$ cat src/rtl/ihb_pkg.sv
`default_nettype none

package ihb_pkg;

  localparam int DEF_ROWS    = 64;
  localparam int DEF_COLS    = 64;
  localparam int COORD_W     = 6;
  localparam int FRAC_W      = 32;
  localparam int NUM_PROBS   = 5;
  localparam int NUM_NB      = 4;
  localparam int MODE_W      = 2;
  localparam int CFG_IDX_W   = 3;
  localparam int QUEUE_DEPTH = 4;

  localparam logic [FRAC_W-1:0] PROB_RESET = 32'h8000_0000;

  localparam logic KIND_UPDATE = 1'b0;
  localparam logic KIND_WRITE  = 1'b1;

  typedef enum logic [CFG_IDX_W-1:0] {
    REG_PROB_M4    = 3'd0,
    REG_PROB_M2    = 3'd1,
    REG_PROB_ZERO  = 3'd2,
    REG_PROB_P2    = 3'd3,
    REG_PROB_P4    = 3'd4,
    REG_SWEEP_MODE = 3'd5
  } cfg_reg_t;

  typedef enum logic [MODE_W-1:0] {
    MODE_NEAREST    = 2'd0,
    MODE_DIAG_SAME  = 2'd1,
    MODE_DIAG_CROSS = 2'd2
  } sweep_mode_t;

  typedef logic [NUM_PROBS-1:0][FRAC_W-1:0] prob_tab_t;

  // Per-item control handed from the site sequencer to the update pipeline.
  typedef struct packed {
    logic               upd;
    logic               wr_en;
    logic               spin;
    logic               done;
    logic [COORD_W-1:0] row;
    logic [COORD_W-1:0] col;
  } item_ctrl_t;

endpackage

`default_nettype wire

$ cat src/rtl/ihb_queue.sv
`default_nettype none

module ihb_queue #(
  parameter int W     = ihb_pkg::FRAC_W,
  parameter int DEPTH = ihb_pkg::QUEUE_DEPTH
) (
  input  logic         clk,
  input  logic         rst,
  input  logic         push,
  input  logic [W-1:0] wdata,
  input  logic         pop,
  output logic [W-1:0] rdata,
  output logic         valid,
  output logic         full
);

  localparam int PW = $clog2(DEPTH);

  logic [W-1:0] entry [DEPTH];
  logic [PW-1:0] wr_ptr;
  logic [PW-1:0] rd_ptr;
  logic [PW:0]   count;

  assign rdata = entry[rd_ptr];
  assign valid = (count != '0);
  assign full  = (count == (PW+1)'(DEPTH));

  always_ff @(posedge clk) begin
    if (push) begin
      entry[wr_ptr] <= wdata;
    end
  end

  always_ff @(posedge clk) begin
    if (rst) begin
      wr_ptr <= '0;
      rd_ptr <= '0;
      count  <= '0;
    end else begin
      if (push) begin
        wr_ptr <= wr_ptr + PW'(1);
      end
      if (pop) begin
        rd_ptr <= rd_ptr + PW'(1);
      end
      if (push && !pop) begin
        count <= count + (PW+1)'(1);
      end else if (!push && pop) begin
        count <= count - (PW+1)'(1);
      end
    end
  end

endmodule

`default_nettype wire

$ cat config.mk
export PLATFORM = sky130hd
export DESIGN_NAME = ihb_queue
export DESIGN_NICKNAME = d
export VERILOG_FILES = /design/src/rtl/ihb_pkg.sv /design/src/rtl/ihb_queue.sv
export SDC_FILE = /design/constraint.sdc
export NUM_CORES = 1
export LEC_CHECK = 0
export BUFFER_PORTS_ARGS = -buffer_cell sky130_fd_sc_hd__buf_2
export CORE_ASPECT_RATIO = 1.2
export CORE_MARGIN = 10
export CORE_UTILIZATION = 30
export CTS_CLUSTER_DIAMETER = 100
export DETAILED_ROUTE_END_ITERATION = 8
export SYNTH_ARGS = -nofsm -noshare
export SYNTH_HDL_FRONTEND = slang
export SYNTH_SLANG_ARGS = --single-unit
$ cat constraint.sdc
create_clock -name clk -period 2.4 [get_ports clk]
set_input_delay 0.48 -clock clk [delete_from_list [all_inputs] [get_ports clk]]
set_output_delay 0.48 -clock clk [all_outputs]
set_load 0.01 [all_outputs]
==> results.md <==
* Outcome: finished, final reports clean
* Static leakage at 2.18 nW
* DP Area at 5730 um2
* Drt drc at 0
* Fin crit period at 2250 ps
* Critical Path RT at 1920 ps
* I/O pin total at 70
* Syn_area_per_cell at 24.1 um2
* Ant diodes at 0
* Core area at 16800 um2
* Reg-to-reg slack, setup at 810 ps
* Initial antenna violation count at 1
* RSZ-0062 raised after global routing: false
* Clock sink total at 137
* Placed cells at 498
* Setup violations, final at 0
* Clk Latency, worst-skew pair at 410 ps
* R2r endpoint: entry[2][26]
* Setup ws final at 145 ps
* CTS Buf Count at 17
* Finished Layout Cells at 529
* Worst path cell trace: buf_12 > mux4_1 > buf_2
* Starting Density at 30.3%
* Worst reg2reg startpoint: wr_ptr[0]
* Count of input and output buffers at 69
* Worst setup SP type: flip-flop
* Peak VDD IR at 0.413 mV
* Maximum clock frequency at 444 MHz
* Sw Pwr at 1.19 mW
* Commonest non-fill, non-tap cells in the layout: edfxtp_1, buf_2, mux4_2
* Die area at 22600 um2
* Synth-to-Final Area Change at 23.9%
* Syn_nets at 253
* Period utilisation layout at 93.9%
* Type of the worst setup path: reg -> out
* Fin nets at 343
* Tightest Hold Check Type: in -> reg
* Setup repair bufs after CTS at 0
* Routed vias at 2339
* Min-Delay Path Depth at 1
* Global-route wire length before repair at 15300 um
* Most common cell after layout, fill and taps aside: edfxtp_1
* DP HPWL at 6440 um
* Post-Route WL at 9620 um
* Initial DRC count at 114
* Maxcap violations at 0
* Final core utilization at 37.6%
* Crit path DAT at 1770 ps
* Comb power frac at 9.2%
* Total Routing Usage GR at 9.03%
* Synthesized area at 5090 um2
* Reg2Reg Depth at 4
* Largest net degree at the start of global routing at 19
* Slew HR at 66.3%
* Synthesized flop and latch total at 137
* Post-Synthesis Cells at 211
* Fin. Hold Viols at 0
* Switching Fraction at 20.5%
* Clock Skew at 8.45 ps
* # rows at 52
* Vias in the first global route at 2669
* DR vias/cell at 4.42
* Max Slew Vio Count at 0
* Setup TNS at 0 ps
* Clk root buf: clkbuf_16
* Die Wd at 139 um
* Slowest Stage Delay on Critical Path at 550 ps
* Library cells used by synthesis at 21
* Critical Path Slowest Stage Cell: mux4_1
* Reg clk slew, reported paths at 60 ps
* Int Power at 4.61 mW
* Worst hold path endpoint: entry[2][18]
* Layout cells sized above 1 at 44.7%
* CP max FO at 18
* Sequential-to-total area share from yosys stat at 79.1%
* Final Power at 5.79 mW
* DIE HEIGHT at 163 um
* PwrDens at 918 nW/um2
* DRT Pass-1 Iters at 4
* Total gr overflow at 0
* Clock Tree Buf Depth at 2
* Critical path endpoint category: output port
* Dpl ws at 400 ps
* Hold_ws at 284 ps
* Drt wl/cell at 18.2 um
* Worst slew pin tran at 505 ps
* Start point of the worst hold path: wdata[18]
* Reg power frac at 48.1%
* Clock share of power at 42.7%
* TritonCTS clock tree: yes
* Placer Congestion at 0.638
* H-tree Lvls at 4
* Ys Warns at 0
* Design Area, Final at 6310 um2
* Final ANT Viol Nets at 0
## logic make-up after synthesis
group | synth area share [%]
simple gates | 1.48
xor+xnor | 0.861
flops | 79.1
mux | 14.7
fa+ha+maj | 1.62
compound gates | 0.197
buf+inv | 2.07
## synthesized netlist by cell type
cell	count	area share, %
a21oi_1	1	0.098
and2_1	4	0.49
buf_12	3	1.2
buf_2	3	0.29
buf_6	1	0.22
clkbuf_1	1	0.074
dfxtp_1	9	3.5
edfxtp_1	128	76
fa_1	1	0.39
ha_1	5	1.2
inv_1	4	0.29
mux2i_1	2	0.39
mux4_1	2	1.0
mux4_2	30	13
nand2_1	1	0.074
nor2_1	7	0.52
nor3b_1	1	0.15
o21ai_0	1	0.098
or3_1	2	0.25
xnor2_1	2	0.34
xor2_1	3	0.52
## cell type report
cell class	instances	area [um2]
clock buffers	20	437
clock inverters	11	130
fillers	1576	10500
inverters	4	15.0
multi-input cells	62	965
flip-flops and latches	137	4030
well taps	216	270
repair buffers	79	462
## power by group through the flow
| stage | registers, mW | clock network [mW] | logic [mW] |
|---|---|---|---|
| 2_1_floorplan | 2.82 | 0 | 0.341 |
| 3_3_place_gp | 2.83 | 0 | 0.551 |
| 3_5_place_dp | 2.84 | 0 | 0.555 |
| 4_1_cts | 2.79 | 2.57 | 0.558 |
| 5_1_grt | 2.79 | 2.66 | 0.594 |
| 6_report | 2.79 | 2.47 | 0.532 |
## flip-flops by register name, summed over array words and instances, names as in the netlist, named ones only
name / cells
wr_ptr: 2
rd_ptr: 2
entry: 128
count: 3
## worst max path at each step
stage          startpoint         to  slack [ps]  cells past startpoint
2_1_floorplan         pop   count[2]         660                      7
3_3_place_gp    flip-flop  rdata[27]         430                      3
3_5_place_dp         push   count[2]         400                      7
4_1_cts         flip-flop  rdata[27]          60                      3
5_1_grt         flip-flop  rdata[27]          40                      3
6_report        flip-flop  rdata[27]         150                      3
## repair_timing
action / CTS / global route
hold buffers: 0 / 0
setup endpoints to repair: 10 / 0
gates resized for setup: 2 / 0
hold endpoints to repair: 0 / 0
## routing by layer
metal / track usage [%] / wire (um)
met3: 4.55 / 690
met4: 3.70 / 142
met1: 9.19 / 3770
met5: 0 / 7
met2: 15.5 / 5010
## critical path: cells and delay by family, from the launching register on
family | cells | cell delay, ps
buffers and inverters | 2 | 360
multiplexers | 1 | 550
flip-flops | 1 | 430
Power figures use the tool's default switching activity.
