<file path="config.mk">
export PLATFORM = sky130hd
export DESIGN_NAME = ihb_front
export DESIGN_NICKNAME = d
export VERILOG_FILES = /design/src/rtl/ihb_pkg.sv /design/src/rtl/ihb_front.sv
export SDC_FILE = /design/constraint.sdc
export NUM_CORES = 1
export LEC_CHECK = 0
export ABC_AREA = 1
export BUFFER_PORTS_ARGS = -buffer_cell sky130_fd_sc_hd__buf_2
export CAP_MARGIN = 20
export CELL_PAD_IN_SITES_DETAIL_PLACEMENT = 0
export CELL_PAD_IN_SITES_GLOBAL_PLACEMENT = 1
export CORE_UTILIZATION = 31
export CTS_BUF_LIST = sky130_fd_sc_hd__clkbuf_4 sky130_fd_sc_hd__clkbuf_8 sky130_fd_sc_hd__clkbuf_16
export CTS_CLUSTER_SIZE = 10
export DETAILED_ROUTE_END_ITERATION = 12
export PLACE_DENSITY_LB_ADDON = 0.3
export RECOVER_POWER = 25
export SYNTH_ARGS = -nofsm -noshare
export SYNTH_HDL_FRONTEND = slang
export SYNTH_SLANG_ARGS = --single-unit
</file>
<file path="constraint.sdc">
create_clock -name clk -period 6 [get_ports clk]
set_input_delay 0.3 -clock clk [delete_from_list [all_inputs] [get_ports clk]]
set_output_delay 0.3 -clock clk [all_outputs]
set_load 0.05 [all_outputs]
</file>
<file path="src/rtl/ihb_pkg.sv">
`default_nettype none

package ihb_pkg;

  localparam int DEF_ROWS    = 64;
  localparam int DEF_COLS    = 64;
  localparam int COORD_W     = 6;
  localparam int FRAC_W      = 32;
  localparam int NUM_PROBS   = 5;
  localparam int NUM_NB      = 4;
  localparam int MODE_W      = 2;
  localparam int CFG_IDX_W   = 3;
  localparam int QUEUE_DEPTH = 4;

  localparam logic [FRAC_W-1:0] PROB_RESET = 32'h8000_0000;

  localparam logic KIND_UPDATE = 1'b0;
  localparam logic KIND_WRITE  = 1'b1;

  typedef enum logic [CFG_IDX_W-1:0] {
    REG_PROB_M4    = 3'd0,
    REG_PROB_M2    = 3'd1,
    REG_PROB_ZERO  = 3'd2,
    REG_PROB_P2    = 3'd3,
    REG_PROB_P4    = 3'd4,
    REG_SWEEP_MODE = 3'd5
  } cfg_reg_t;

  typedef enum logic [MODE_W-1:0] {
    MODE_NEAREST    = 2'd0,
    MODE_DIAG_SAME  = 2'd1,
    MODE_DIAG_CROSS = 2'd2
  } sweep_mode_t;

  typedef logic [NUM_PROBS-1:0][FRAC_W-1:0] prob_tab_t;

  // Per-item control handed from the site sequencer to the update pipeline.
  typedef struct packed {
    logic               upd;
    logic               wr_en;
    logic               spin;
    logic               done;
    logic [COORD_W-1:0] row;
    logic [COORD_W-1:0] col;
  } item_ctrl_t;

endpackage

`default_nettype wire

</file>
<file path="src/rtl/ihb_front.sv">
`default_nettype none

module ihb_front #(
  parameter int ROWS = ihb_pkg::DEF_ROWS,
  parameter int COLS = ihb_pkg::DEF_COLS
) (
  input  logic                                   clk,
  input  logic                                   rst,
  input  logic                                   item_valid,
  output logic                                   item_stall,
  input  logic                                   kind,
  input  logic [ihb_pkg::COORD_W-1:0]            row,
  input  logic [ihb_pkg::COORD_W-1:0]            col,
  input  logic                                   spin_value,
  input  logic [ihb_pkg::FRAC_W-1:0]             random_draw,
  input  logic [ihb_pkg::MODE_W-1:0]             mode,
  input  logic                                   q_full,
  input  logic                                   clear_busy,
  output logic                                   push,
  output ihb_pkg::item_ctrl_t                    e_ctrl,
  output logic [$clog2(ROWS)+$clog2(COLS)-1:0]   e_addr,
  output logic [ihb_pkg::NUM_NB-1:0][$clog2(ROWS)+$clog2(COLS)-1:0] e_nb,
  output logic [ihb_pkg::FRAC_W-1:0]             e_draw
);

  localparam int RW  = $clog2(ROWS);
  localparam int CW  = $clog2(COLS);
  localparam int RXW = ((RW > ihb_pkg::COORD_W) ? RW : ihb_pkg::COORD_W) + 1;
  localparam int CXW = ((CW > ihb_pkg::COORD_W) ? CW : ihb_pkg::COORD_W) + 1;
  localparam logic [RW+1:0] ROWS_X = (RW+2)'(ROWS);
  localparam logic [CW+1:0] COLS_X = (CW+2)'(COLS);
  localparam logic [RW-1:0] ROW_LAST = RW'(ROWS - 1);
  localparam logic [CW-1:0] COL_LAST = CW'(COLS - 1);

  typedef struct packed {
    logic          found;
    logic [RW-1:0] r;
    logic [CW-1:0] c;
  } pos_t;

  // First site of phase ph at or after (r, c) in raster order.
  function automatic pos_t next_site(input logic [RW-1:0] r, input logic [CW:0] c,
                                     input logic m0, input logic m2, input logic ph);
    logic          row_ok;
    logic          colpar;
    logic          rowpar;
    logic [CW+1:0] cand;
    logic [1:0]    rstep;
    logic [RW+1:0] rr;
    pos_t          res;
    row_ok = m0 | (r[0] == ph);
    colpar = m0 ? (ph ^ r[0]) : (ph ^ m2);
    cand   = {1'b0, c} + (CW+2)'(c[0] ^ colpar);
    rstep  = (m0 || (r[0] != ph)) ? 2'd1 : 2'd2;
    rr     = {2'b00, r} + (RW+2)'(rstep);
    rowpar = m0 ? (ph ^ rr[0]) : (ph ^ m2);
    res    = '0;
    if (row_ok && (cand < COLS_X)) begin
      res.found = 1'b1;
      res.r     = r;
      res.c     = cand[CW-1:0];
    end else if (rr < ROWS_X) begin
      res.found = 1'b1;
      res.r     = rr[RW-1:0];
      res.c     = CW'(rowpar);
    end
    return res;
  endfunction

  logic          phase;
  logic [RW-1:0] row_pos;
  logic [CW-1:0] col_pos;

  logic          m0;
  logic          m2;
  pos_t          first;
  pos_t          restart;
  pos_t          site;
  pos_t          succ;
  logic          ph_used;
  logic          done_u;
  logic [RW-1:0] rp;
  logic [RW-1:0] rn;
  logic [CW-1:0] cp;
  logic [CW-1:0] cn;
  logic          w_in;
  logic          is_upd;

  assign item_stall = clear_busy || q_full;
  assign push       = item_valid && !item_stall;
  assign is_upd     = (kind == ihb_pkg::KIND_UPDATE);

  // Mode three falls back to the nearest-neighbour checkerboard.
  assign m0 = !((mode == ihb_pkg::MODE_DIAG_SAME) || (mode == ihb_pkg::MODE_DIAG_CROSS));
  assign m2 = (mode == ihb_pkg::MODE_DIAG_CROSS);

  always_comb begin
    first   = next_site(row_pos, {1'b0, col_pos}, m0, m2, phase);
    restart = next_site('0, '0, m0, m2, !phase);
    // Nothing left in this phase under the current mode: toggle and restart.
    if (first.found) begin
      site    = first;
      ph_used = phase;
    end else begin
      site    = restart;
      ph_used = !phase;
    end
    succ   = next_site(site.r, {1'b0, site.c} + (CW+1)'(1), m0, m2, ph_used);
    done_u = !succ.found && ph_used;
    rp = (site.r == '0) ? ROW_LAST : site.r - RW'(1);
    rn = (site.r == ROW_LAST) ? '0 : site.r + RW'(1);
    cp = (site.c == '0) ? COL_LAST : site.c - CW'(1);
    cn = (site.c == COL_LAST) ? '0 : site.c + CW'(1);
  end

  assign w_in = (RXW'(row) < RXW'(ROWS)) && (CXW'(col) < CXW'(COLS));

  always_comb begin
    if (m0) begin
      e_nb[0] = {rn, site.c};
      e_nb[1] = {rp, site.c};
      e_nb[2] = {site.r, cn};
      e_nb[3] = {site.r, cp};
    end else begin
      e_nb[0] = {rp, cp};
      e_nb[1] = {rn, cp};
      e_nb[2] = {rp, cn};
      e_nb[3] = {rn, cn};
    end
    e_draw = random_draw;
    if (is_upd) begin
      e_addr       = {site.r, site.c};
      e_ctrl.upd   = 1'b1;
      e_ctrl.wr_en = 1'b1;
      e_ctrl.spin  = 1'b0;
      e_ctrl.done  = done_u;
      e_ctrl.row   = ihb_pkg::COORD_W'(site.r);
      e_ctrl.col   = ihb_pkg::COORD_W'(site.c);
    end else begin
      e_addr       = {RW'(row), CW'(col)};
      e_ctrl.upd   = 1'b0;
      e_ctrl.wr_en = w_in;
      e_ctrl.spin  = spin_value & w_in;
      e_ctrl.done  = 1'b0;
      e_ctrl.row   = row;
      e_ctrl.col   = col;
    end
  end

  always_ff @(posedge clk) begin
    if (rst) begin
      phase   <= 1'b0;
      row_pos <= '0;
      col_pos <= '0;
    end else if (push && is_upd) begin
      if (succ.found) begin
        phase   <= ph_used;
        row_pos <= succ.r;
        col_pos <= succ.c;
      end else begin
        phase   <= !ph_used;
        row_pos <= '0;
        col_pos <= '0;
      end
    end
  end

endmodule

`default_nettype wire

</file>
==> key figures <==
Run status
  – Status: finished, final reports clean

Synthesis
  – Ys flop type: dfxtp_1
  – Net Count, Synth: 568
  – Warnings from Yosys: 0
  – Post-synthesis xor/xnor area fraction: 4.50%
  – Post-synth EDFFs: 0
  – Mapped Cells: 500
  – Complex-gate fraction of the synthesized area: 10.8%
  – Cell type with the largest total area after synthesis: nand2_1
  – Main combinational cell family by area after synthesis: simple AND/OR/NAND/NOR gates
  – Synth top area cells: nand2_1 (19%), buf_4 (14%), dfxtp_1 (8.9%)
  – #FFs+latches synth: 13
  – Syn Area/Cell: 5.84 sq um
  – Asr flop ratio synth: 0%
  – Distinct cells, synth: 34
  – Mux share of post-synthesis cell area: 0%
  – Post-synth design cell area: 0.00292 sq mm
  – Adder-cell area share of the yosys netlist: 6.95%
  – Post-synthesis simple-gate area fraction: 45.6%
  – Share of the synthesized area in the top cell type: 19.2%
  – Post-synthesis sequential area ratio: 8.92%

Routing
  – DR top layer: met4
  – WL final: 8370 um
  – Met2 WL: 3640 um
  – Vias/cell: 4.73
  – TritonRoute pass-1 iters: 4
  – DRT iter0 DRCs: 107
  – Routed WL per cell: 12.9 um
  – Met3 wire len: 513 um
  – Total vias in the final route: 3064
  – Wl on met1: 4170 um
  – # DRC: 0
  – Post-route ant nets: 0

Timing
  – TNS Setup: 0 ns
  – Worst Tran Pin Value: 0.519 ns
  – Worst Hold Slack: 0.348 ns
  – Max Clk Rate: 0.211 GHz
  – Final number of setup-violating endpoints: 0
  – Post-route setup slack: 1.26 ns
  – Post-route minimum period: 4.74 ns
  – Tcrit/Tclk final: 78.9%
  – Worst-case clock skew: 0.00172 ns
  – RSZ-0062 raised after global routing: false
  – Fin. Hold Viols: 0
  – Pins Over Slew Limit: 0
  – Slew margin rel.: 65.4%

Cells and area
  – Antenna cell count: 0
  – Area of the multi-input gates: 0.00198 sq mm
  – Highest-count cells in the layout ignoring fill and taps: nand2_1 (149), buf_2 (97), nand3_1 (41)
  – Final nets: 606
  – Area Overhead vs Synth: 7.80%
  – Ratio of cells with drive above 1 in the final layout: 31.1%
  – # fillers: 1048
  – Commonest non-fill, non-tap cell in the layout: nand2_1
  – Register area: 260 sq um
  – Non-Filler Instances: 648

Global route
  – GRT Overall Usage: 17.3%
  – First-pass GRT wire length: 13700 um
  – Initial antenna violation count: 0
  – Number of global-route vias before repair: 2682
  – GRT overflow: 0
  – Largest net degree at the start of global routing: 36

CTS
  – Post-CTS Hold Buffers: 0
  – H-tree Lvls: 1
  – CTS Root Cell: clkbuf_8
  – Post-CTS Setup Repair Bufs: 0
  – Cts bufs inserted: 3
  – Longest Clk Path Bufs: 2
  – Post_cts resized: 0
  – Worst-path clk slew: 0.06 ns
  – Worst-skew pair later-pin latency: 0.24 ns
  – CTS tree: done
  – Sink Count: 13

Floorplan
  – Die height: 99.0 um
  – Starting Density: 31.7%
  – Total die area: 0.00980 sq mm
  – Placeable Area: 0.00920 sq mm
  – Site Rows: 35
  – I/O pins: 163
  – Die W: 99.0 um

Flow run
  – Max cap viols: 0

Pwr
  – Lkg Pwr: 1.73 nW
  – Final Power: 0.605 mW
  – Maximum VDD drop: 0.138 mV
  – Power Dens Cells: 192 mW/mm^2

Setup path
  – Worst path max stage delay: 0.39 ns
  – Slowest stage cell, crit path: fa_1
  – Most frequent CP cell: nand2_1
  – Setup Crit Path Kind: in2out
  – Data arrival, critical path: 4.44 ns
  – Worst Path Required: 5.70 ns
  – CP Max Fanout: 28
  – CP Capture Type: primary output
  – CP Launch Type: input pin

Placement
  – # port buffers: 97
  – Routability cong.: 0.840
  – DP Wirelength: 6980 um
  – Placement Setup Slack: 1.24 ns
  – Placed insts: 644

Min path
  – Hold Crit Class: in2reg
-- stage by stage --
step	utilization (%)	cell area (sq um)
floorplan	-	2920
global placement	33.7	3100
detailed placement	33.7	3100
CTS	34.2	3150
global route	34.2	3150
finish	34.2	3150
-- logic make-up (layout without fill, tap and decap cells) --
| logic type | count (synthesis) | after routing |
|---|---|---|
| AOI/OAI and AO/OA | 59 | 59 |
| xor gates and xnor gates | 15 | 15 |
| DFF | 13 | 13 |
| other | 1 | 1 |
| adders and majority gates | 15 | 15 |
| and+or+nand+nor | 275 | 275 |
| buffers and inverters | 122 | 159 |
-- final cells by class --
cell class | count | area share (%)
multi-input combinational | 365 | 63.0
timing repair buffer | 99 | 15.9
sequential | 13 | 8.27
inverter | 56 | 6.84
tap | 111 | 4.42
clock buffer | 4 | 1.55
-- per-layer routing --
metal / track usage [%] / up-vias
met5: 0 / -
met4: 2.87 / 0
met3: 2.06 / 2
met2: 28.5 / 100
met1: 24.4 / 1368
li1: - / 1594
-- sequential cells by signal (all words and copies together) (netlist names) --
signal	count
row_pos	6
phase	1
col_pos	6
-- worst max-delay path, delay by kind of cell --
kind / cells / cell delay [ns]
simple gates: 16 / 1.79
buf+inv: 10 / 1.17
fa+ha+maj: 4 / 1.15
-- power breakdown --
part / total, mW / leakage [nW] / internal, mW / switching (mW)
Clock: 0.0861 / 0.0262 / 0.0514 / 0.0346
Sequential: 0.0907 / 0.105 / 0.0884 / 0.00226
Combinational: 0.429 / 1.60 / 0.0913 / 0.337
-- final timing paths --
check                  start          to  slack (ns)  cells past startpoint
hold reg to reg   col_pos[0]  col_pos[0]        0.50                      2
setup / recovery     mode[0]  e_ctrl[12]        1.26                     30
setup reg to reg       phase       phase        1.93                     27
hold / removal           rst  row_pos[3]        0.35                      2
-- cells in the mapped netlist, types with 12 or more instances --
cell type	n
nand2_1	149
buf_4	53
nand3_1	41
inv_1	40
o21ai_0	36
nor2_1	34
inv_2	14
dfxtp_1	13
ha_1	13
nand2_2	13
xor2_1	13
a21oi_1	12
Power figures use the tool's default switching activity.
